### config.mk
export PLATFORM = sky130hd
export DESIGN_NAME = averaged_temperature_alarm
export DESIGN_NICKNAME = d
export VERILOG_FILES = /design/src/rtl/core/ata_pkg.sv /design/src/rtl/core/ata_window.sv /design/src/rtl/core/ata_alarm.sv /design/src/rtl/core/averaged_temperature_alarm.sv
export SDC_FILE = /design/constraint.sdc
export NUM_CORES = 1
export LEC_CHECK = 0
export BUFFER_PORTS_ARGS = -buffer_cell sky130_fd_sc_hd__buf_2
export CORE_MARGIN = 5
export CORE_UTILIZATION = 57
export CTS_CLUSTER_SIZE = 10
export DETAILED_ROUTE_END_ITERATION = 8
export PLACE_DENSITY = 0.85
export SLEW_MARGIN = 20
export SYNTH_ARGS = -nofsm -noshare
export SYNTH_HDL_FRONTEND = slang
export SYNTH_SLANG_ARGS = --single-unit
### constraint.sdc
create_clock -name clock -period 10.9 [get_ports clock]
set_clock_uncertainty 0.2 [all_clocks]
set_input_delay 1.09 -clock clock [delete_from_list [all_inputs] [get_ports clock]]
set_output_delay 1.09 -clock clock [all_outputs]
set_load 0.02 [all_outputs]
### src/rtl/core/ata_pkg.sv
// Shared types and constants of the averaged temperature alarm.
// Holds the window geometry, the register map and the alarm status struct.
// Depends on nothing.
`default_nettype none

package ata_pkg;

   localparam int WINDOW_LEN  = 32;
   localparam int WIN_SHIFT   = $clog2(WINDOW_LEN);
   localparam int POS_W       = WIN_SHIFT;
   localparam int SAMPLE_W    = 16;
   localparam int SUM_W       = SAMPLE_W + WIN_SHIFT;
   localparam int CSR_INDEX_W = 8;
   localparam int CSR_DATA_W  = 16;

   localparam logic [SAMPLE_W-1:0] THRESHOLD_RESET = 16'd213;

   typedef enum logic [CSR_INDEX_W-1:0] {
      CSR_TEMP_ENABLE    = 8'd0,
      CSR_TEMP_THRESHOLD = 8'd1,
      CSR_POWER_ENABLE   = 8'd2
   } csr_index_type;

   typedef struct packed {
      logic temp_event;
      logic power_event;
      logic temp_latched;
      logic power_latched;
   } alarm_status_type;

endpackage

`default_nettype wire

### src/rtl/core/ata_window.sv
// Sample ring and running sum of the averaged temperature alarm.
// Produces the window average that includes the current request's sample.
// Depends on ata_pkg.
`default_nettype none

module ata_window (
   input  logic                          clock,
   input  logic                          reset,
   input  logic                          item_valid,
   input  logic [ata_pkg::SAMPLE_W-1:0]  temp_sample,
   output logic [ata_pkg::SAMPLE_W-1:0]  average
);
   import ata_pkg::*;

   logic [SAMPLE_W-1:0]   ring_ff [WINDOW_LEN];
   logic [WINDOW_LEN-1:0] filled_ff, filled_in;
   logic [POS_W-1:0]      pos_ff, pos_in;
   logic [SUM_W-1:0]      sum_ff, sum_in;
   logic [SAMPLE_W-1:0]   oldest;
   logic [SUM_W-1:0]      window_total;

   always_comb begin
      oldest       = filled_ff[pos_ff] ? ring_ff[pos_ff] : '0;
      window_total = sum_ff - SUM_W'(oldest) + SUM_W'(temp_sample);
      average      = window_total[WIN_SHIFT +: SAMPLE_W];
      sum_in       = sum_ff;
      pos_in       = pos_ff;
      filled_in    = filled_ff;
      if (item_valid) begin
         sum_in            = window_total;
         filled_in[pos_ff] = 1'b1;
         if (pos_ff == POS_W'(WINDOW_LEN - 1)) begin
            pos_in = '0;
         end else begin
            pos_in = pos_ff + POS_W'(1);
         end
      end
   end

   always_ff @(posedge clock) begin
      if (reset) begin
         sum_ff    <= '0;
         pos_ff    <= '0;
         filled_ff <= '0;
      end else begin
         sum_ff    <= sum_in;
         pos_ff    <= pos_in;
         filled_ff <= filled_in;
      end
   end

   always_ff @(posedge clock) begin
      if (item_valid) begin
         ring_ff[pos_ff] <= temp_sample;
      end
   end

endmodule

`default_nettype wire

### src/rtl/core/ata_alarm.sv
// Configuration registers and alarm latches of the averaged temperature alarm.
// Decides the alarm events of each request and applies register writes.
// Depends on ata_pkg.
`default_nettype none

module ata_alarm (
   input  logic                             clock,
   input  logic                             reset,
   input  logic                             item_valid,
   input  logic [ata_pkg::SAMPLE_W-1:0]     average,
   input  logic                             power_fault,
   input  logic                             csr_write,
   input  logic [ata_pkg::CSR_INDEX_W-1:0]  csr_index,
   input  logic [ata_pkg::CSR_DATA_W-1:0]   csr_data,
   output ata_pkg::alarm_status_type        status
);
   import ata_pkg::*;

   logic                temp_enable_ff, temp_enable_in;
   logic                power_enable_ff, power_enable_in;
   logic [SAMPLE_W-1:0] threshold_ff, threshold_in;
   logic                temp_latch_ff, temp_latch_in;
   logic                power_latch_ff, power_latch_in;
   logic                temp_fire;
   logic                power_fire;

   always_comb begin
      temp_fire  = temp_enable_ff & ~temp_latch_ff & (average >= threshold_ff);
      power_fire = power_enable_ff & ~power_latch_ff & power_fault;

      status.temp_event    = item_valid & temp_fire;
      status.power_event   = item_valid & power_fire;
      status.temp_latched  = temp_latch_ff | status.temp_event;
      status.power_latched = power_latch_ff | status.power_event;
   end

   always_comb begin
      temp_enable_in  = temp_enable_ff;
      power_enable_in = power_enable_ff;
      threshold_in    = threshold_ff;
      temp_latch_in   = temp_latch_ff | (item_valid & temp_fire);
      power_latch_in  = power_latch_ff | (item_valid & power_fire);
      if (csr_write) begin
         unique case (csr_index)
            CSR_TEMP_ENABLE: begin
               temp_enable_in = csr_data[0];
               temp_latch_in  = 1'b0;
            end
            CSR_TEMP_THRESHOLD: begin
               threshold_in = csr_data[SAMPLE_W-1:0];
            end
            CSR_POWER_ENABLE: begin
               power_enable_in = csr_data[0];
               power_latch_in  = 1'b0;
            end
            default: begin
            end
         endcase
      end
   end

   always_ff @(posedge clock) begin
      if (reset) begin
         temp_enable_ff  <= 1'b0;
         power_enable_ff <= 1'b0;
         threshold_ff    <= THRESHOLD_RESET;
         temp_latch_ff   <= 1'b0;
         power_latch_ff  <= 1'b0;
      end else begin
         temp_enable_ff  <= temp_enable_in;
         power_enable_ff <= power_enable_in;
         threshold_ff    <= threshold_in;
         temp_latch_ff   <= temp_latch_in;
         power_latch_ff  <= power_latch_in;
      end
   end

   // A latch can only be set by a request.
   assert property (@(posedge clock) disable iff (reset)
      $rose(temp_latch_ff) |-> $past(item_valid))
      else $error("temperature latch set without a request");

   assert property (@(posedge clock) disable iff (reset)
      $rose(power_latch_ff) |-> $past(item_valid) && $past(power_fault))
      else $error("power latch set without a faulting request");

   assert property (@(posedge clock) disable iff (reset)
      status.temp_event |-> temp_enable_ff && !temp_latch_ff)
      else $error("temperature event while disarmed or latched");

   assert property (@(posedge clock) disable iff (reset)
      status.power_event |=> power_latch_ff || $past(csr_write))
      else $error("power event did not latch");

endmodule

`default_nettype wire

### src/rtl/core/averaged_temperature_alarm.sv
// Top level of the averaged temperature alarm.
// Instantiates the sample window and the alarm unit and holds the response register.
// Depends on ata_pkg, ata_window and ata_alarm.
//
// Usage:
//   Requests carry a 16-bit temperature sample and a power-fault flag on req_*.
//   Each request yields exactly one response on rsp_*: the mean of the last 32
//   samples (unwritten entries count as zero), the two alarm events and the two
//   alarm latch states after that request.
//   The response is registered and appears in the cycle after acceptance. One
//   request is accepted every cycle while req_stall is low; the running sum is
//   updated by one add and one subtract in the accepting cycle, which sets that rate.
//   When the receiver stalls a pending response, req_stall rises in the same
//   cycle and the response holds until it is taken.
//   Registers are written through csr_* at any cycle (csr_ready is always high):
//   index 0 arms the temperature alarm and clears its latch, index 1 sets the
//   threshold, index 2 arms the power alarm and clears its latch.
//   Reset is synchronous and active high: the window reads as all zeros, both
//   latches and enables clear, the threshold returns to 213 and no response is
//   pending. The block can accept requests in the first cycle after reset.
`default_nettype none

module averaged_temperature_alarm (
   input  logic                             clock,
   input  logic                             reset,
   input  logic                             req_valid,
   output logic                             req_stall,
   input  logic [ata_pkg::SAMPLE_W-1:0]     req_temp_sample,
   input  logic                             req_power_fault_in,
   output logic                             rsp_valid,
   input  logic                             rsp_stall,
   output logic [ata_pkg::SAMPLE_W-1:0]     rsp_average_temp,
   output logic                             rsp_temp_alarm_event,
   output logic                             rsp_power_alarm_event,
   output logic                             rsp_temp_alarm_latched,
   output logic                             rsp_power_alarm_latched,
   input  logic                             csr_valid,
   output logic                             csr_ready,
   input  logic [ata_pkg::CSR_INDEX_W-1:0]  csr_index,
   input  logic [ata_pkg::CSR_DATA_W-1:0]   csr_data
);
   import ata_pkg::*;

   logic                 accept;
   logic                 csr_write;
   logic [SAMPLE_W-1:0]  average;
   alarm_status_type     status;

   logic                 rsp_valid_ff, rsp_valid_in;
   logic [SAMPLE_W-1:0]  average_ff;
   alarm_status_type     status_ff;

   assign csr_ready = 1'b1;
   assign csr_write = csr_valid & csr_ready;
   assign req_stall = rsp_valid_ff & rsp_stall;
   assign accept    = req_valid & ~req_stall;

   ata_window u_window (
      .clock       (clock),
      .reset       (reset),
      .item_valid  (accept),
      .temp_sample (req_temp_sample),
      .average     (average)
   );

   ata_alarm u_alarm (
      .clock       (clock),
      .reset       (reset),
      .item_valid  (accept),
      .average     (average),
      .power_fault (req_power_fault_in),
      .csr_write   (csr_write),
      .csr_index   (csr_index),
      .csr_data    (csr_data),
      .status      (status)
   );

   assign rsp_valid_in = accept | (rsp_valid_ff & rsp_stall);

   always_ff @(posedge clock) begin
      if (reset) begin
         rsp_valid_ff <= 1'b0;
      end else begin
         rsp_valid_ff <= rsp_valid_in;
      end
   end

   always_ff @(posedge clock) begin
      if (accept) begin
         average_ff <= average;
         status_ff  <= status;
      end
   end

   assign rsp_valid               = rsp_valid_ff;
   assign rsp_average_temp        = average_ff;
   assign rsp_temp_alarm_event    = status_ff.temp_event;
   assign rsp_power_alarm_event   = status_ff.power_event;
   assign rsp_temp_alarm_latched  = status_ff.temp_latched;
   assign rsp_power_alarm_latched = status_ff.power_latched;

endmodule

`default_nettype wire
Word-level counts from Yosys, hierarchy flattened
Memories as Yosys holds them, arrays and structs flattened. A register that Yosys moved wholly into a read port is not among the register bits.
Index checks and enable logic that the tools add are counted.
W data, S select, Z words.
{ "word_totals": {"output_inout_bits": 23, "memories": 1, "ff_bits": 99, "ramBits": 512, "elab_cells": 58, "in_bits": 46} }
{ "mem_list": {"columns": ["name", "words", "width", "rd", "rd_ports_with_merged_regs", "write_ports", "line", "rtl"], "rows": [
  ["u_window.ring_ff", 32, 16, 1, 1, 1, "ata_window.sv:15", "logic [SAMPLE_W-1:0] ring_ff [WINDOW_LEN];"]
]} }
{ "classes": {"n_lt_le_gt_ge": 3, "bitwise_logic": 15, "addsub": 3, "reduce_logical": 5, "n_eq_ne": 3, "mux": 14} }
{ "op_table": {"columns": ["cell", "n"], "rows": [
  ["$or A32 B32 Y32", 1],
  ["$add A21 B16 Y21", 1],
  ["$sub A21 B16 Y21", 1],
  ["$ge A16 B16 Y1", 1],
  ["$mux W16", 1],
  ["$mux W5", 3],
  ["$and A1 B1 Y1", 8],
  ["$eq A8 B1 Y1 const B", 1],
  ["$eq A8 B2 Y1 const B", 1],
  ["$logic_not A8 Y1", 1],
  ["$mux W1", 8],
  ["$lt A5 B6 Y1 const B", 1],
  ["$reduce_and A2 Y1", 3],
  ["$add A5 B1 Y5 const B", 1],
  ["$bmux W1 S5", 1],
  ["$demux W1 S5", 1],
  ["$eq A5 B5 Y1 const B", 1],
  ["$ge A5 B1 Y1 const B", 1],
  ["$not A1 Y1", 3],
  ["$or A1 B1 Y1", 3],
  ["$logic_and A1 B1 Y1", 1]
]} }

Depth between registers and ports, before layout
Gate-level depths: netlist of the first run.
{ "logic_depth": {"depth_word": 11, "depth_mapped": 27, "mapped_depth_nobuf": 24} }

Modules after synthesis
From an unflattened synthesis of the first run, not the netlist that was laid out.
{ "hier_totals": {"cells_unflattened": 1428, "area_unflattened_um2": 25535.7} }
{ "modules_own_cells": {"columns": ["module", "instances", "cells_per_inst", "seq_area_each_um2", "area_each_um2"], "rows": [
  ["ata_window", 1, 1268, 16636.0, 23704.0],
  ["ata_alarm", 1, 133, 400.4, 1173.6],
  ["averaged_temperature_alarm", 1, 27, 620.6, 658.1]
]} }

Least setup slack after synthesis of the first run
Ideal clock, no wire load.
{ "synth_path": {"kind": "register -> register", "from": "register with a tool-made name", "to": "register status_ff, in the netlist rsp_temp_alarm_latched (data pin)", "t_arrival_ns": 4.928, "setup_time_ns": 0.266, "setup_slack_ns": 5.507, "required_ns": 10.434, "path_buffers": 2, "period_less_slack_ns": 5.393, "stages_incl_launch_ff": 23, "path_cell_list": "dfxtp_1 -> clkbuf_1 -> buf_1 -> mux4_2 -> mux4_2 -> mux2i_1 -> nor2_1 -> fa_1 -> inv_1 -> fa_1 -> a21oi_1 -> o211ai_1 -> a31oi_1 -> o21ai_0 -> a21oi_1 -> xnor2_1 -> ha_1 -> a21oi_1 -> nor2b_1 -> o21ai_0 -> o211ai_1 -> a41oi_1 -> o21bai_1"} }
{ "synth_lines": {"columns": ["item", "line", "rtl"], "rows": [
  ["to (signal assigned)", "averaged_temperature_alarm.sv:91", "status_ff <= status;"],
  ["to (decl)", "averaged_temperature_alarm.sv:51", "alarm_status_type status_ff;"]
]} }

==> flow_summary.rst, run 1 <==
.. list-table::
   :header-rows: 1

   * - Metric
     - Value
   * - Clock transition at path regs
     - 0.05 ns
   * - Weighted congestion reported at the end of routability-driven placement
     - 0.9076
   * - Wire length of the first global-routing pass
     - 97230 µm
   * - Number of cell instances on the worst register-to-register path
     - 21
   * - Share of cell area taken by muxes after synthesis
     - 15.72%
   * - First DRT Iteration DRCs
     - 2140
   * - Count of non-filler cells in the finished layout
     - 2181
   * - FF-to-FF setup slack
     - 3.57 ns
   * - Number of gates given a new drive strength after cts
     - 0
   * - Syn Area/Cell
     - 17.55 µm²
   * - Number of global-route vias before repair
     - 14944
   * - Fraction of the yosys area taken by sequential cells
     - 69.69%
   * - Global-route total usage across every layer
     - 26.78%
   * - Number of placement rows
     - 77
   * - Netlist cell types
     - 53
   * - Setup Total Neg Slack
     - 0 ns
   * - Number of hold violations in the final report
     - 0
   * - Synthesized-area fraction occupied by and/or/nand/nor cells
     - 4.365%
   * - Buffer depth of the longest clock path
     - 3
   * - Largest driver fanout on the critical path
     - 70
   * - Nature of the critical path startpoint
     - flip-flop
   * - Area share of the largest cell type after synthesis
     - 63.05%
   * - Clock latency of the later-clocked register in the worst-skew pair
     - 0.60 ns
   * - TritonCTS clock tree
     - yes
   * - VDD IR-drop max
     - 0.0001853 V
   * - CTS Root Cell
     - sky130_fd_sc_hd__clkbuf_16
   * - Overall overflow remaining after global route
     - 0
   * - Effective utilization at floorplan
     - 57.42%
   * - Worst setup path class
     - flip-flop to flip-flop
   * - Total power of the final layout
     - 6.092 mW
   * - Die Area
     - 48770 µm²
   * - Buffers on Ports
     - 67
   * - Top cell type by total area after synthesis
     - sky130_fd_sc_hd__edfxtp_1
   * - TritonCTS Buffers
     - 71
   * - Number of cells produced by synthesis
     - 1444
   * - Post-synthesis async set-or-reset flop share
     - 0%
   * - Fmax
     - 136.5 MHz
   * - Fraction of final layout cells sized beyond drive strength 1
     - 24.95%
   * - Worst hold path cell count
     - 2
   * - Main combinational cell family by area after synthesis
     - multiplexers
   * - Number of cells in the design after placement
     - 2074
   * - Fin crit period
     - 7.325 ns
   * - Number of flops mapped to enable cells by yosys
     - 532
   * - Pre-CTS setup slack
     - 3.824 ns
   * - Fraction of the cycle the final worst path needs
     - 67.21%
   * - Synthesized Nets
     - 1548
   * - X dimension of the die
     - 220.8 µm
   * - Area of the placeable core
     - 44120 µm²
   * - Longest individual stage delay on the worst path
     - 0.92 ns
   * - Chain of cells forming the critical path
     - buf_4, mux4_2, mux4_2, mux2i_1, nor2_1, fa_1, inv_1, ha_1, nand3_1, o211ai_1, a31oi_1, o21ai_0, a21oi_1, xnor2_1, ha_1, a21oi_1, nor2b_1, o21ai_0, o211ai_1, a41oi_1, o21bai_1
   * - Power density relative to cell area
     - 213.8 nW/µm²
   * - Xor/xnor cell area share of the yosys netlist
     - 0.6222%
   * - Half-perimeter wire length after detailed placement
     - 34580 µm
   * - Fraction of the mapped netlist area in compound gates
     - 3.467%
   * - Most area-consuming cells after synthesis
     - sky130_fd_sc_hd__edfxtp_1 63%, sky130_fd_sc_hd__mux4_2 15%, sky130_fd_sc_hd__dfxtp_1 6.6%
   * - Num Clock Sinks
     - 616
   * - Worst setup slack after layout
     - 3.575 ns
   * - Seq cells post-synth
     - 616
   * - Leading register cell type out of synthesis
     - sky130_fd_sc_hd__edfxtp_1
   * - Type of the most critical hold path
     - flip-flop to flip-flop
   * - Warnings, synthesis
     - 0
   * - Synthesized area
     - 25340 µm²
   * - Crit. End Element
     - flip-flop
   * - Nets@finish
     - 1659
   * - CTS H-tree depth
     - 3
   * - Cell with the most instances after synthesis
     - sky130_fd_sc_hd__edfxtp_1
   * - Outcome
     - finished, final reports clean
   * - Number of buffers added for setup after CTS
     - 0
   * - Slew at the pin closest to its max-slew limit
     - 1.046 ns
   * - Antenna violations before repair
     - 2
   * - Data arrival time at the worst-slack endpoint
     - 7.45 ns
   * - First-pass detailed-route iteration total
     - 7
   * - Hold Slack
     - 0.2599 ns
   * - Number of maximum-capacitance violations
     - 0
   * - I/O pins
     - 69
   * - Die Span Y
     - 220.8 µm
   * - Standard cell with the maximum stage delay on the critical path
     - sky130_fd_sc_hd__buf_4
   * - Pleak
     - 9.421 nW
   * - Number of pins with negative max-slew slack in the final report
     - 0
   * - Remaining routing DRC violations
     - 0
   * - Vias after detailed routing
     - 14467
   * - Wire per inst
     - 29.89 µm
   * - Most instantiated cells after synthesis
     - 532 x sky130_fd_sc_hd__edfxtp_1, 168 x sky130_fd_sc_hd__mux4_2, 101 x sky130_fd_sc_hd__nor2_1
   * - Post-CTS Hold Buffers
     - 0
   * - Total setup violations reported at the end of the flow
     - 0
   * - Pin count of the biggest net entering global routing
     - 71
   * - Synthesis-to-finish area growth
     - 12.46%
   * - Setup repair after global routing missed its margin
     - no
   * - Required time reported for the critical path endpoint
     - 11.03 ns
   * - Worst max-slew margin expressed relative to the limit
     - 30.26%
   * - Antenna violation net count after detailed routing
     - 0
   * - Fraction of the mapped netlist area in adder cells
     - 3.338%
   * - Post-detailed-route via-to-cell ratio
     - 6.633
   * - Wire length reported by the detailed router
     - 65190 µm
-- worst max-delay path, delay by kind of cell, from the launching register on --
| family | cells | cell delay, ns |
|---|---|---|
| buffers and inverters | 2 | 0.98 |
| adders and majority gates | 3 | 1.23 |
| AOI/OAI and AO/OA | 9 | 1.91 |
| DFF | 1 | 0.91 |
| muxes | 3 | 1.13 |
| and+or+nand+nor | 3 | 0.27 |
| xor gates and xnor gates | 1 | 0.29 |
-- final timing paths --
check,startpoint,to
worst max-delay path,flip-flop,rsp_temp_alarm_latched
worst min-delay path,u_alarm.threshold_ff[9],u_alarm.threshold_ff[9]
worst max register to register,flip-flop,rsp_temp_alarm_latched
worst min register to register,u_alarm.threshold_ff[9],u_alarm.threshold_ff[9]
-- metrics by stage --
stage,util [%],cell area [µm²]
2_1_floorplan,-,25340
3_3_place_gp,60.05,26500
3_5_place_dp,60.05,26500
4_1_cts,64.57,28490
5_1_grt,64.57,28490
6_report,64.58,28490
-- area by class of cell --
type,count,area [µm²]
antenna,2,5.005
clock buffer,99,1903
clock inverter,6,90.09
fill,2841,15630
inverter,96,360.3
multi-input combinational,660,7058
sequential,616,17670
tap,592,740.7
timing repair buffer,110,670.6
-- logic make-up (layout without fill, tap and decap cells) --
family          count (synthesis)  in the layout
buf+inv                       168            311
xor+xnor                       18             18
mux                           188            188
fa+ha+maj                      58             58
simple gates                  255            255
compound gates                140            140
other cells                     1              3
flops                         616            616
-- flip-flops by register name, indices dropped and copies added, names as in the netlist, 5 cells and up, named ones only --
signal                flops
u_alarm.threshold_ff     16
rsp_average_temp         16
u_window.filled_ff       32
u_window.pos_ff           5
u_window.ring_ff        512
u_window.sum_ff          21
-- layout by cell type (no fill, tap or decap), types with 11 or more instances in the layout --
master / n
sky130_fd_sc_hd__a21o_1: 14
sky130_fd_sc_hd__a21oi_1: 58
sky130_fd_sc_hd__buf_2: 67
sky130_fd_sc_hd__buf_4: 42
sky130_fd_sc_hd__clkbuf_1: 27
sky130_fd_sc_hd__clkbuf_16: 72
sky130_fd_sc_hd__dfxtp_1: 80
sky130_fd_sc_hd__edfxtp_1: 532
sky130_fd_sc_hd__fa_1: 16
sky130_fd_sc_hd__ha_1: 42
sky130_fd_sc_hd__inv_1: 94
sky130_fd_sc_hd__mux2i_1: 20
sky130_fd_sc_hd__mux4_2: 168
sky130_fd_sc_hd__nand2_1: 80
sky130_fd_sc_hd__nand3_1: 23
sky130_fd_sc_hd__nor2_1: 70
sky130_fd_sc_hd__nor2_2: 32
sky130_fd_sc_hd__nor3_1: 11
sky130_fd_sc_hd__o21a_1: 22
sky130_fd_sc_hd__o21ai_0: 14
sky130_fd_sc_hd__xnor2_1: 12
-- report_power, final --
group	internal (mW)	total (mW)	switching, mW
registers	2.67	2.71	0.0462
clock network	1.21	2.11	0.902
logic	0.488	1.27	0.778
total	4.37	6.09	1.73
-- routing by layer --
metal	up-vias	GRT usage, %	wire [µm]
met4	0	13.03	3846
li1	5815	-	-
met3	257	7.474	7579
met2	1138	41.93	30700
met5	-	0	0
met1	7257	35.24	23060
No activity file was read; power rests on OpenSTA's default activity.
==> run 2, diff against run 1 <==
--- a/config.mk
+++ b/config.mk
@@ -7,10 +7,10 @@
 export LEC_CHECK = 0
 export BUFFER_PORTS_ARGS = -buffer_cell sky130_fd_sc_hd__buf_2
 export CORE_MARGIN = 5
-export CORE_UTILIZATION = 57
+export CORE_UTILIZATION = 56
 export CTS_CLUSTER_SIZE = 10
 export DETAILED_ROUTE_END_ITERATION = 8
-export PLACE_DENSITY = 0.85
+export PLACE_DENSITY = 0.87
 export SLEW_MARGIN = 20
 export SYNTH_ARGS = -nofsm -noshare
 export SYNTH_HDL_FRONTEND = slang
==> constraint.sdc (replaced) <==
create_clock -name clock -period 6.3 [get_ports clock]
set_clock_uncertainty 0.2 [all_clocks]
set_input_delay 0.63 -clock clock [delete_from_list [all_inputs] [get_ports clock]]
set_output_delay 0.63 -clock clock [all_outputs]
set_load 0.02 [all_outputs]
==> run 2 against run 1 <==
  * First-iteration DRC count is 9.6% higher
  * Final cell count is 2.0% higher
  * Wire length is 3.1% higher
  * Via count is 1.4% higher
  * Non-clock buffer count is 20 higher
  * Core utilization is 0.27 points lower
  * Worst hold slack worse by 0.20 ns
  * Clock power is 79% higher
  * Critical path type unchanged
  * Highest routed layer is now met5
==> flow_summary.rst, run 2 (synthesis gave the netlist of run 1 again) <==
.. list-table::
   :header-rows: 1

   * - Metric
     - Value
   * - Outcome
     - finished, final reports clean
   * - Critical path's top delay family
     - compound AO/OA/AOI/OAI gates
   * - Wire length reported by the detailed router
     - 67240 µm (+3.1%)
   * - Number of pins with negative max-slew slack in the final report
     - 0 (unchanged)
   * - Worst setup path class
     - flip-flop to flip-flop
   * - Buffer depth of the longest clock path
     - 3 (unchanged)
   * - Relative contribution of combinational cells to total power
     - 21.4% (+0.6 points)
   * - Worst max-slew margin expressed relative to the limit
     - 39.49% (+9.2 points)
   * - Post-detailed-route via-to-cell ratio
     - 6.594 (-0.58%)
   * - Worst setup slack after layout
     - 0.2081 ns (-3.366 ns)
   * - Fmax
     - 164.2 MHz (+20%)
   * - Number of hold violations in the final report
     - 0 (unchanged)
   * - Pleak
     - 9.602 nW (+1.9%)
   * - Buffering stage count on the worst path with inverters included
     - 2 (unchanged)
   * - Weighted congestion reported at the end of routability-driven placement
     - 0.8827 (-2.7%)
   * - Highest-count cells in the layout ignoring fill and taps
     - 532 x sky130_fd_sc_hd__edfxtp_1, 168 x sky130_fd_sc_hd__mux4_2, 94 x sky130_fd_sc_hd__inv_1, 80 x sky130_fd_sc_hd__nand2_1, 79 x sky130_fd_sc_hd__dfxtp_1
   * - Clock latency of the later-clocked register in the worst-skew pair
     - 0.62 ns (+0.02 ns)
   * - Data arrival time at the worst-slack endpoint
     - 6.23 ns (-1.22 ns)
   * - X dimension of the die
     - 222.7 µm (+0.85%)
   * - Fraction of the cycle the final worst path needs
     - 96.70% (+29 points)
   * - Post-CTS Hold Buffers
     - 0 (unchanged)
   * - Total power of the final layout
     - 10.75 mW (+76%)
   * - Overall overflow remaining after global route
     - 0 (unchanged)
   * - Reg2reg end
     - rsp_temp_alarm_latched
   * - Number of maximum-capacitance violations
     - 0 (unchanged)
   * - TritonCTS Buffers
     - 71 (unchanged)
   * - Depth of the critical timing path with buffers and inverters included
     - 21 (unchanged)
   * - Required time reported for the critical path endpoint
     - 6.44 ns (-4.59 ns)
   * - Synthesis-to-finish area growth
     - 14.44%
   * - Slew at the pin closest to its max-slew limit
     - 0.9064 ns (-0.1398 ns)
   * - Design area
     - 29000 µm² (+1.8%)
   * - Nature of the critical path startpoint
     - flip-flop
   * - Setup Total Neg Slack
     - 0 ns (unchanged)
   * - FILL cells
     - 2803 (-1.3%)
   * - Antenna violation net count after detailed routing
     - 0 (unchanged)
   * - Standard cell with the maximum stage delay on the critical path
     - sky130_fd_sc_hd__mux4_2
   * - Chain of cells forming the critical path
     - buf_16, mux4_2, mux4_2, mux2i_1, nor2_1, fa_1, inv_1, ha_1, nand4_1, a21boi_2, a21oi_1, o21a_1, o21ai_1, xor2_1, ha_1, nand4_1, nor2_1, a21oi_1, o211ai_1, a41oi_1, o21bai_1
   * - Total setup violations reported at the end of the flow
     - 0 (unchanged)
   * - VDD IR-drop max
     - 0.0003398 V (+83%)
   * - Pre-CTS setup slack
     - 0.07566 ns (-3.748 ns)
   * - Nets@finish
     - 1679 (+1.2%)
   * - Global-route total usage across every layer
     - 26.78% (about the same)
   * - Count of non-filler cells in the finished layout
     - 2224 (+2.0%)
   * - Crit. End Element
     - flip-flop
   * - Number of cells in the design after placement
     - 2092 (+0.87%)
   * - Antenna violations before repair
     - 2 (unchanged)
   * - Register bank with the most flops
     - u_window.ring_ff
   * - Remaining routing DRC violations
     - 0 (unchanged)
   * - Die Span Y
     - 222.7 µm (+0.85%)
   * - Flip-flop count of the largest register, all copies and words added
     - 512 (unchanged)
   * - First DRT Iteration DRCs
     - 2346 (+9.6%)
   * - CTS H-tree depth
     - 3 (unchanged)
   * - Pin count of the biggest net entering global routing
     - 57 (-20%)
   * - Relative contribution of sequential cells to total power
     - 43.6% (-1.0 points)
   * - Num Clock Sinks
     - 616 (unchanged)
   * - Placed instance area
     - 26700 µm² (+0.78%)
   * - Type of the most critical hold path
     - primary input to flip-flop
   * - First-pass detailed-route iteration total
     - 5 (-2)
   * - Effective utilization at floorplan
     - 56.19% (-1.2 points)
   * - Power density relative to cell area
     - 370.8 nW/µm² (+73%)
   * - Vias after detailed routing
     - 14666 (+1.4%)
   * - Die Area
     - 49600 µm² (+1.7%)
   * - Largest driver fanout on the critical path
     - 18 (-74%)
   * - Combined area of the multi-input logic cells
     - 7187 µm² (+1.8%)
   * - Buffers on Ports
     - 67 (unchanged)
   * - TritonCTS clock tree
     - yes
   * - Longest individual stage delay on the worst path
     - 0.57 ns (-0.35 ns)
   * - Switching power total
     - 3.059 mW (+77%)
   * - Number of placement rows
     - 78 (+1.3%)
   * - Clock transition at path regs
     - 0.06 ns (about the same)
   * - Sequential standard cell area
     - 17670 µm² (about the same)
   * - Number of global-route vias before repair
     - 14919 (-0.17%)
   * - Wire length of the first global-routing pass
     - 98120 µm (+0.91%)
   * - Wire per inst
     - 30.23 µm (+1.2%)
   * - Most common cell after layout, fill and taps aside
     - sky130_fd_sc_hd__edfxtp_1
   * - Internal Pwr Total
     - 7.692 mW (+76%)
   * - FF-to-FF setup slack
     - 0.21 ns (-3.37 ns)
   * - Part of the power in the clock network
     - 35.0% (+0.3 points)
   * - CTS Root Cell
     - sky130_fd_sc_hd__clkbuf_16
   * - Top flop regs
     - u_window.ring_ff x512, u_window.filled_ff x32, u_window.sum_ff x21
   * - Area of the placeable core
     - 45090 µm² (+2.2%)
   * - Number of cell instances on the worst register-to-register path
     - 21 (unchanged)
   * - Last element of the critical path
     - rsp_temp_alarm_latched
   * - Fin crit period
     - 6.092 ns (-1.234 ns)
   * - Half-perimeter wire length after detailed placement
     - 36100 µm (+4.4%)
   * - I/O pins
     - 69 (unchanged)
   * - Fraction of power spent switching nets
     - 28.45% (+0.13 points)
   * - Fraction of final layout cells sized beyond drive strength 1
     - 26.56% (+1.6 points)
[run 2: power groups by stage]
stage / Combinational (mW) / Sequential (mW) / Clock, mW
after floorplan: 1.48 / 4.81 / 0
after global placement: 2.07 / 4.75 / 0
after detailed placement: 2.17 / 4.76 / 0
after CTS: 2.21 / 4.68 / 3.78
after global routing: 2.52 / 4.69 / 3.98
final: 2.30 / 4.68 / 3.77
[run 2: cell type report]
class / count / area share [%]
diodes: 1 / 0.008630
clock buffers: 113 / 6.671
clock inverters: 8 / 0.4747
inverters: 96 / 1.243
multi-input cells: 660 / 24.79
flip-flops and latches: 616 / 60.94
well taps: 600 / 2.589
repair buffers: 130 / 3.284
[run 2: per-layer routing]
layer  routed length, µm  vias to the layer above  global-route usage (%)
met5                  13                        -                       0
met4                3426                        2                   11.72
met3                7931                      250                   7.782
li1                    -                     5866                       -
met1               23760                     7315                   34.98
met2               32100                     1233                   42.52
[run 2: worst min-delay path by stage]
stage | slack (ns) | from | endpoint | cells after the start
2_1_floorplan | 0.23 | u_window.filled_ff[14] | u_window.filled_ff[14] | 2
3_3_place_gp | 0.24 | u_window.filled_ff[11] | u_window.filled_ff[11] | 1
3_5_place_dp | 0.25 | u_window.sum_ff[8] | u_window.sum_ff[8] | 2
4_1_cts | 0.05 | csr_data[7] | u_alarm.threshold_ff[7] | 3
5_1_grt | 0.07 | csr_data[2] | u_alarm.threshold_ff[2] | 3
6_report | 0.06 | csr_data[7] | u_alarm.threshold_ff[7] | 3
[run 2: worst min-delay path, delay by kind of cell]
family,cells,cell delay (ns)
simple gates,1,0.04
compound gates,1,0.08
buf+inv,1,0.07
[run 2: repair_timing]
item | in CTS | in global routing
resized for setup | 1 | 22
pin swaps | 0 | 2
endpoints found under the setup margin | 2 | 3
setup buffers | 0 | 8
cloned | 0 | 2
[run 2: metrics by stage]
step | hold slack [ns] | utilization, %
finish | 0.06362 | 64.31
global route | 0.06837 | 64.30
CTS | 0.04846 | 63.83
detailed placement | 0.2503 | 59.23
global placement | 0.2412 | 59.09
floorplan | 0.2348 | -
==> run 3, diff against run 2 <==
--- a/config.mk
+++ b/config.mk
@@ -7,11 +7,12 @@
 export LEC_CHECK = 0
 export BUFFER_PORTS_ARGS = -buffer_cell sky130_fd_sc_hd__buf_2
 export CORE_MARGIN = 5
-export CORE_UTILIZATION = 56
+export CORE_UTILIZATION = 57
 export CTS_CLUSTER_SIZE = 10
 export DETAILED_ROUTE_END_ITERATION = 8
-export PLACE_DENSITY = 0.87
+export PLACE_DENSITY = 0.85
 export SLEW_MARGIN = 20
 export SYNTH_ARGS = -nofsm -noshare
 export SYNTH_HDL_FRONTEND = slang
+export SYNTH_HIERARCHICAL = 1
 export SYNTH_SLANG_ARGS = --single-unit
==> constraint.sdc (replaced) <==
create_clock -name clock -period 5.9 [get_ports clock]
set_clock_uncertainty 0.2 [all_clocks]
set_input_delay 0.59 -clock clock [delete_from_list [all_inputs] [get_ports clock]]
set_output_delay 0.59 -clock clock [all_outputs]
set_load 0.02 [all_outputs]
==> run 3 against run 2 <==
  * Synthesized cell count shrank 1.1%
  * Via count rose by 1.2%
  * The flow now finishes with violations (setup timing)
  * Combinational power is 35% higher
==> flow_summary.rst, run 3 <==
.. list-table::
   :header-rows: 1

   * - Metric
     - Value
   * - Most area-consuming cells after synthesis
     - sky130_fd_sc_hd__edfxtp_1 63%, sky130_fd_sc_hd__mux4_2 15%, sky130_fd_sc_hd__dfxtp_1 6.6%
   * - Syn Area/Cell
     - 17.88 µm² (+1.9%)
   * - Number of flops mapped to enable cells by yosys
     - 532 (unchanged)
   * - Area of the placeable core
     - 44320 µm² (-1.7%)
   * - Type of the most critical hold path
     - primary input to flip-flop
   * - Total power of the final layout
     - 12.19 mW (+13%)
   * - Netlist cell types
     - 71 (+34%)
   * - CTS Root Cell
     - sky130_fd_sc_hd__clkbuf_16
   * - Number of global-route vias before repair
     - 15003 (+0.56%)
   * - Top cell type by total area after synthesis
     - sky130_fd_sc_hd__edfxtp_1
   * - Top flop regs
     - u_window/ring_ff x512, u_window/filled_ff x32, u_window/sum_ff x21
   * - Highest-count cells in the layout ignoring fill and taps
     - 532 x sky130_fd_sc_hd__edfxtp_1, 168 x sky130_fd_sc_hd__mux4_2, 135 x sky130_fd_sc_hd__buf_4, 122 x sky130_fd_sc_hd__nor2_1, 90 x sky130_fd_sc_hd__inv_1
   * - TritonCTS Buffers
     - 72 (+1.4%)
   * - Vias after detailed routing
     - 14841 (+1.2%)
   * - Nets@finish
     - 1748 (+4.1%)
   * - Antenna violations before repair
     - 1 (-1)
   * - Power density relative to cell area
     - 403.0 nW/µm² (+8.7%)
   * - Global-route total usage across every layer
     - 25.56% (-1.2 points)
   * - Buffer depth of the longest clock path
     - 3 (unchanged)
   * - Outcome
     - finished, violations left
   * - Overall overflow remaining after global route
     - 0 (unchanged)
   * - Post-synthesis async set-or-reset flop share
     - 0% (unchanged)
   * - Required time reported for the critical path endpoint
     - 6.02 ns (-0.42 ns)
   * - Warnings, synthesis
     - 6 (+6)
   * - First DRT Iteration DRCs
     - 1890 (-19%)
   * - Area share of the largest cell type after synthesis
     - 62.56% (-0.49 points)
   * - Nature of the critical path startpoint
     - flip-flop
   * - Pleak
     - 10.29 nW (+7.1%)
   * - Fin crit period
     - 5.995 ns (-0.09677 ns)
   * - Synthesized Nets
     - 1532 (-1.0%)
   * - Synthesized area
     - 25540 µm² (+0.79%)
   * - Largest driver fanout on the critical path
     - 8 (-10)
   * - Seq cells post-synth
     - 616 (unchanged)
   * - Wire per inst
     - 29.16 µm (-3.5%)
   * - Cell with the most instances after synthesis
     - sky130_fd_sc_hd__edfxtp_1
   * - Number of placement rows
     - 77 (-1.3%)
   * - Leading register cell type out of synthesis
     - sky130_fd_sc_hd__edfxtp_1
   * - Post-CTS Hold Buffers
     - 0 (unchanged)
   * - Synthesis-to-finish area growth
     - 18.49%
   * - First-pass detailed-route iteration total
     - 6 (+1)
   * - Fraction of the cycle the final worst path needs
     - 101.6% (+4.9 points)
   * - Fraction of the yosys area taken by sequential cells
     - 69.15% (-0.54 points)
   * - Number of cells produced by synthesis
     - 1428 (-1.1%)
   * - Failing checks
     - setup timing
   * - Effective utilization at floorplan
     - 57.62% (+1.4 points)
   * - Fraction of final layout cells sized beyond drive strength 1
     - 34.06% (+7.5 points)
   * - Register bank with the most flops
     - u_window/ring_ff
   * - Setup repair after global routing missed its margin
     - yes
   * - Half-perimeter wire length after detailed placement
     - 37560 µm (+4.0%)
   * - Data arrival time at the worst-slack endpoint
     - 6.12 ns (-0.11 ns)
   * - Number of hold violations in the final report
     - 0 (unchanged)
   * - CTS H-tree depth
     - 3 (unchanged)
   * - Wire length of the first global-routing pass
     - 93580 µm (-4.6%)
   * - Clock latency of the later-clocked register in the worst-skew pair
     - 0.61 ns (about the same)
   * - Worst max-slew margin expressed relative to the limit
     - 32.08% (-7.4 points)
   * - Wire length reported by the detailed router
     - 66840 µm (-0.59%)
   * - Worst setup path class
     - flip-flop to flip-flop
   * - Crit. End Element
     - flip-flop
   * - Slew at the pin closest to its max-slew limit
     - 1.019 ns (+0.1125 ns)
   * - Total setup violations reported at the end of the flow
     - 3 (+3)
   * - Buffers on Ports
     - 67 (unchanged)
   * - Number of maximum-capacitance violations
     - 0 (unchanged)
   * - Flip-flop count of the largest register, all copies and words added
     - 512 (unchanged)
   * - Most common cell after layout, fill and taps aside
     - sky130_fd_sc_hd__edfxtp_1
   * - Clock transition at path regs
     - 0.06 ns (about the same)
   * - TritonCTS clock tree
     - yes
   * - Number of pins with negative max-slew slack in the final report
     - 0 (unchanged)
   * - Num Clock Sinks
     - 616 (unchanged)
   * - Most instantiated cells after synthesis
     - 532 x sky130_fd_sc_hd__edfxtp_1, 168 x sky130_fd_sc_hd__mux4_2, 154 x sky130_fd_sc_hd__nor2_1
   * - Antenna diode count
     - 0 (-1)
   * - Post-detailed-route via-to-cell ratio
     - 6.475 (-1.8%)
   * - I/O pins
     - 69 (unchanged)
   * - Die Span Y
     - 221.7 µm (-0.47%)
   * - Die Area
     - 49130 µm² (-0.94%)
   * - Weighted congestion reported at the end of routability-driven placement
     - 0.8684 (-1.6%)
   * - Fmax
     - 166.8 MHz (+1.6%)
   * - Pre-CTS setup slack
     - -0.1698 ns (-0.2455 ns)
   * - Antenna violation net count after detailed routing
     - 0 (unchanged)
   * - Remaining routing DRC violations
     - 0 (unchanged)
   * - X dimension of the die
     - 221.7 µm (-0.47%)
   * - Pin count of the biggest net entering global routing
     - 51 (-11%)
   * - VDD IR-drop max
     - 0.0003876 V (+14%)
   * - Worst setup slack after layout
     - -0.09518 ns (-0.3032 ns)
-- run 3: critical path, stage by stage (launching register included) --
cell and delay [ns]:
sky130_fd_sc_hd__dfxtp_4 0.46, sky130_fd_sc_hd__buf_12 0.18, sky130_fd_sc_hd__buf_4 0.13, sky130_fd_sc_hd__mux4_2 0.52, sky130_fd_sc_hd__mux4_2 0.50, sky130_fd_sc_hd__mux2i_2 0.24
sky130_fd_sc_hd__nor2_1 0.12, sky130_fd_sc_hd__ha_1 0.35, sky130_fd_sc_hd__inv_2 0.08, sky130_fd_sc_hd__ha_4 0.12, sky130_fd_sc_hd__inv_1 0.05, sky130_fd_sc_hd__fa_2 0.39
sky130_fd_sc_hd__nor2b_4 0.16, sky130_fd_sc_hd__o2111ai_4 0.17, sky130_fd_sc_hd__a211oi_4 0.32, sky130_fd_sc_hd__nor3_4 0.10, sky130_fd_sc_hd__o21ai_2 0.14, sky130_fd_sc_hd__xor2_1 0.23
sky130_fd_sc_hd__ha_1 0.29, sky130_fd_sc_hd__buf_4 0.15, sky130_fd_sc_hd__and4_1 0.17, sky130_fd_sc_hd__nand2_2 0.09, sky130_fd_sc_hd__nor4_2 0.05, sky130_fd_sc_hd__o311ai_2 0.39
sky130_fd_sc_hd__nand2_1 0.09
-- run 3: per-stage QoR --
step                      std cells  instance area, µm²  hold slack, ns  util, %  setup TNS, ns
after global routing           2292               30260         0.02116    68.27        -0.9150
after floorplan                1428               25540          0.2348        -              0
after detailed placement       2124               27290          0.2566    61.58        -0.4488
final                          2292               30260         0.03186    68.27        -0.1923
after global placement         2124               27290          0.2447    61.58       -0.04048
after CTS                      2256               29510         0.01267    66.59       -0.02723
-- run 3: layer usage --
layer	vias up	GRT usage (%)	share of wire (%)
met5	-	0	0.019
met4	2	9.187	4.4
met3	224	7.255	11
met2	1060	43.06	50
met1	7558	32.15	34
li1	5997	-	-
-- run 3: final timing paths --
check                                from                        to  slack (ns)  cells past startpoint
hold / removal               csr_data[12]  u_alarm/threshold_ff[12]        0.03                      3
setup reg to reg                flip-flop    rsp_temp_alarm_latched        -0.1                     24
setup / recovery                flip-flop    rsp_temp_alarm_latched        -0.1                     24
hold reg to reg   u_alarm/threshold_ff[7]   u_alarm/threshold_ff[7]        0.26                      1
-- run 3: where the power goes --
group | switching (mW) | total (mW) | internal, mW
Clock | 1.72 | 4.11 | 2.40
Combinational | 1.66 | 3.10 | 1.44
Sequential | 0.0648 | 4.98 | 4.92
Total | 3.44 | 12.2 | 8.75
-- run 3: cell type report --
| cell class | count | area, µm² |
|---|---|---|
| flip-flops and latches | 616 | 17670 |
| well taps | 592 | 740.7 |
| clock buffers | 123 | 2036 |
| clock inverters | 7 | 123.9 |
| fillers | 2668 | 14060 |
| inverters | 91 | 341.6 |
| repair buffers | 226 | 1828 |
| multi-input cells | 637 | 7518 |
-- run 3: logic make-up after synthesis --
| kind of cell | count (synthesis) | synth area share [%] |
|---|---|---|
| multiplexers | 208 | 16.39 |
| flip-flops | 616 | 69.15 |
| XOR/XNOR | 19 | 0.6517 |
| AO/OA/AOI/OAI | 94 | 2.818 |
| adder cells (fa/ha/maj) | 58 | 3.312 |
| AND/OR/NAND/NOR | 257 | 4.611 |
| buffers and inverters | 175 | 3.057 |
| other | 1 | 0.01469 |
-- run 3: timing repair --
action,CTS,global route
endpoints found under the hold margin,0,0
pin swaps,4,31
gates cloned,0,6
resized for setup,11,70
setup buffers,2,30
endpoints found under the setup margin,3,3
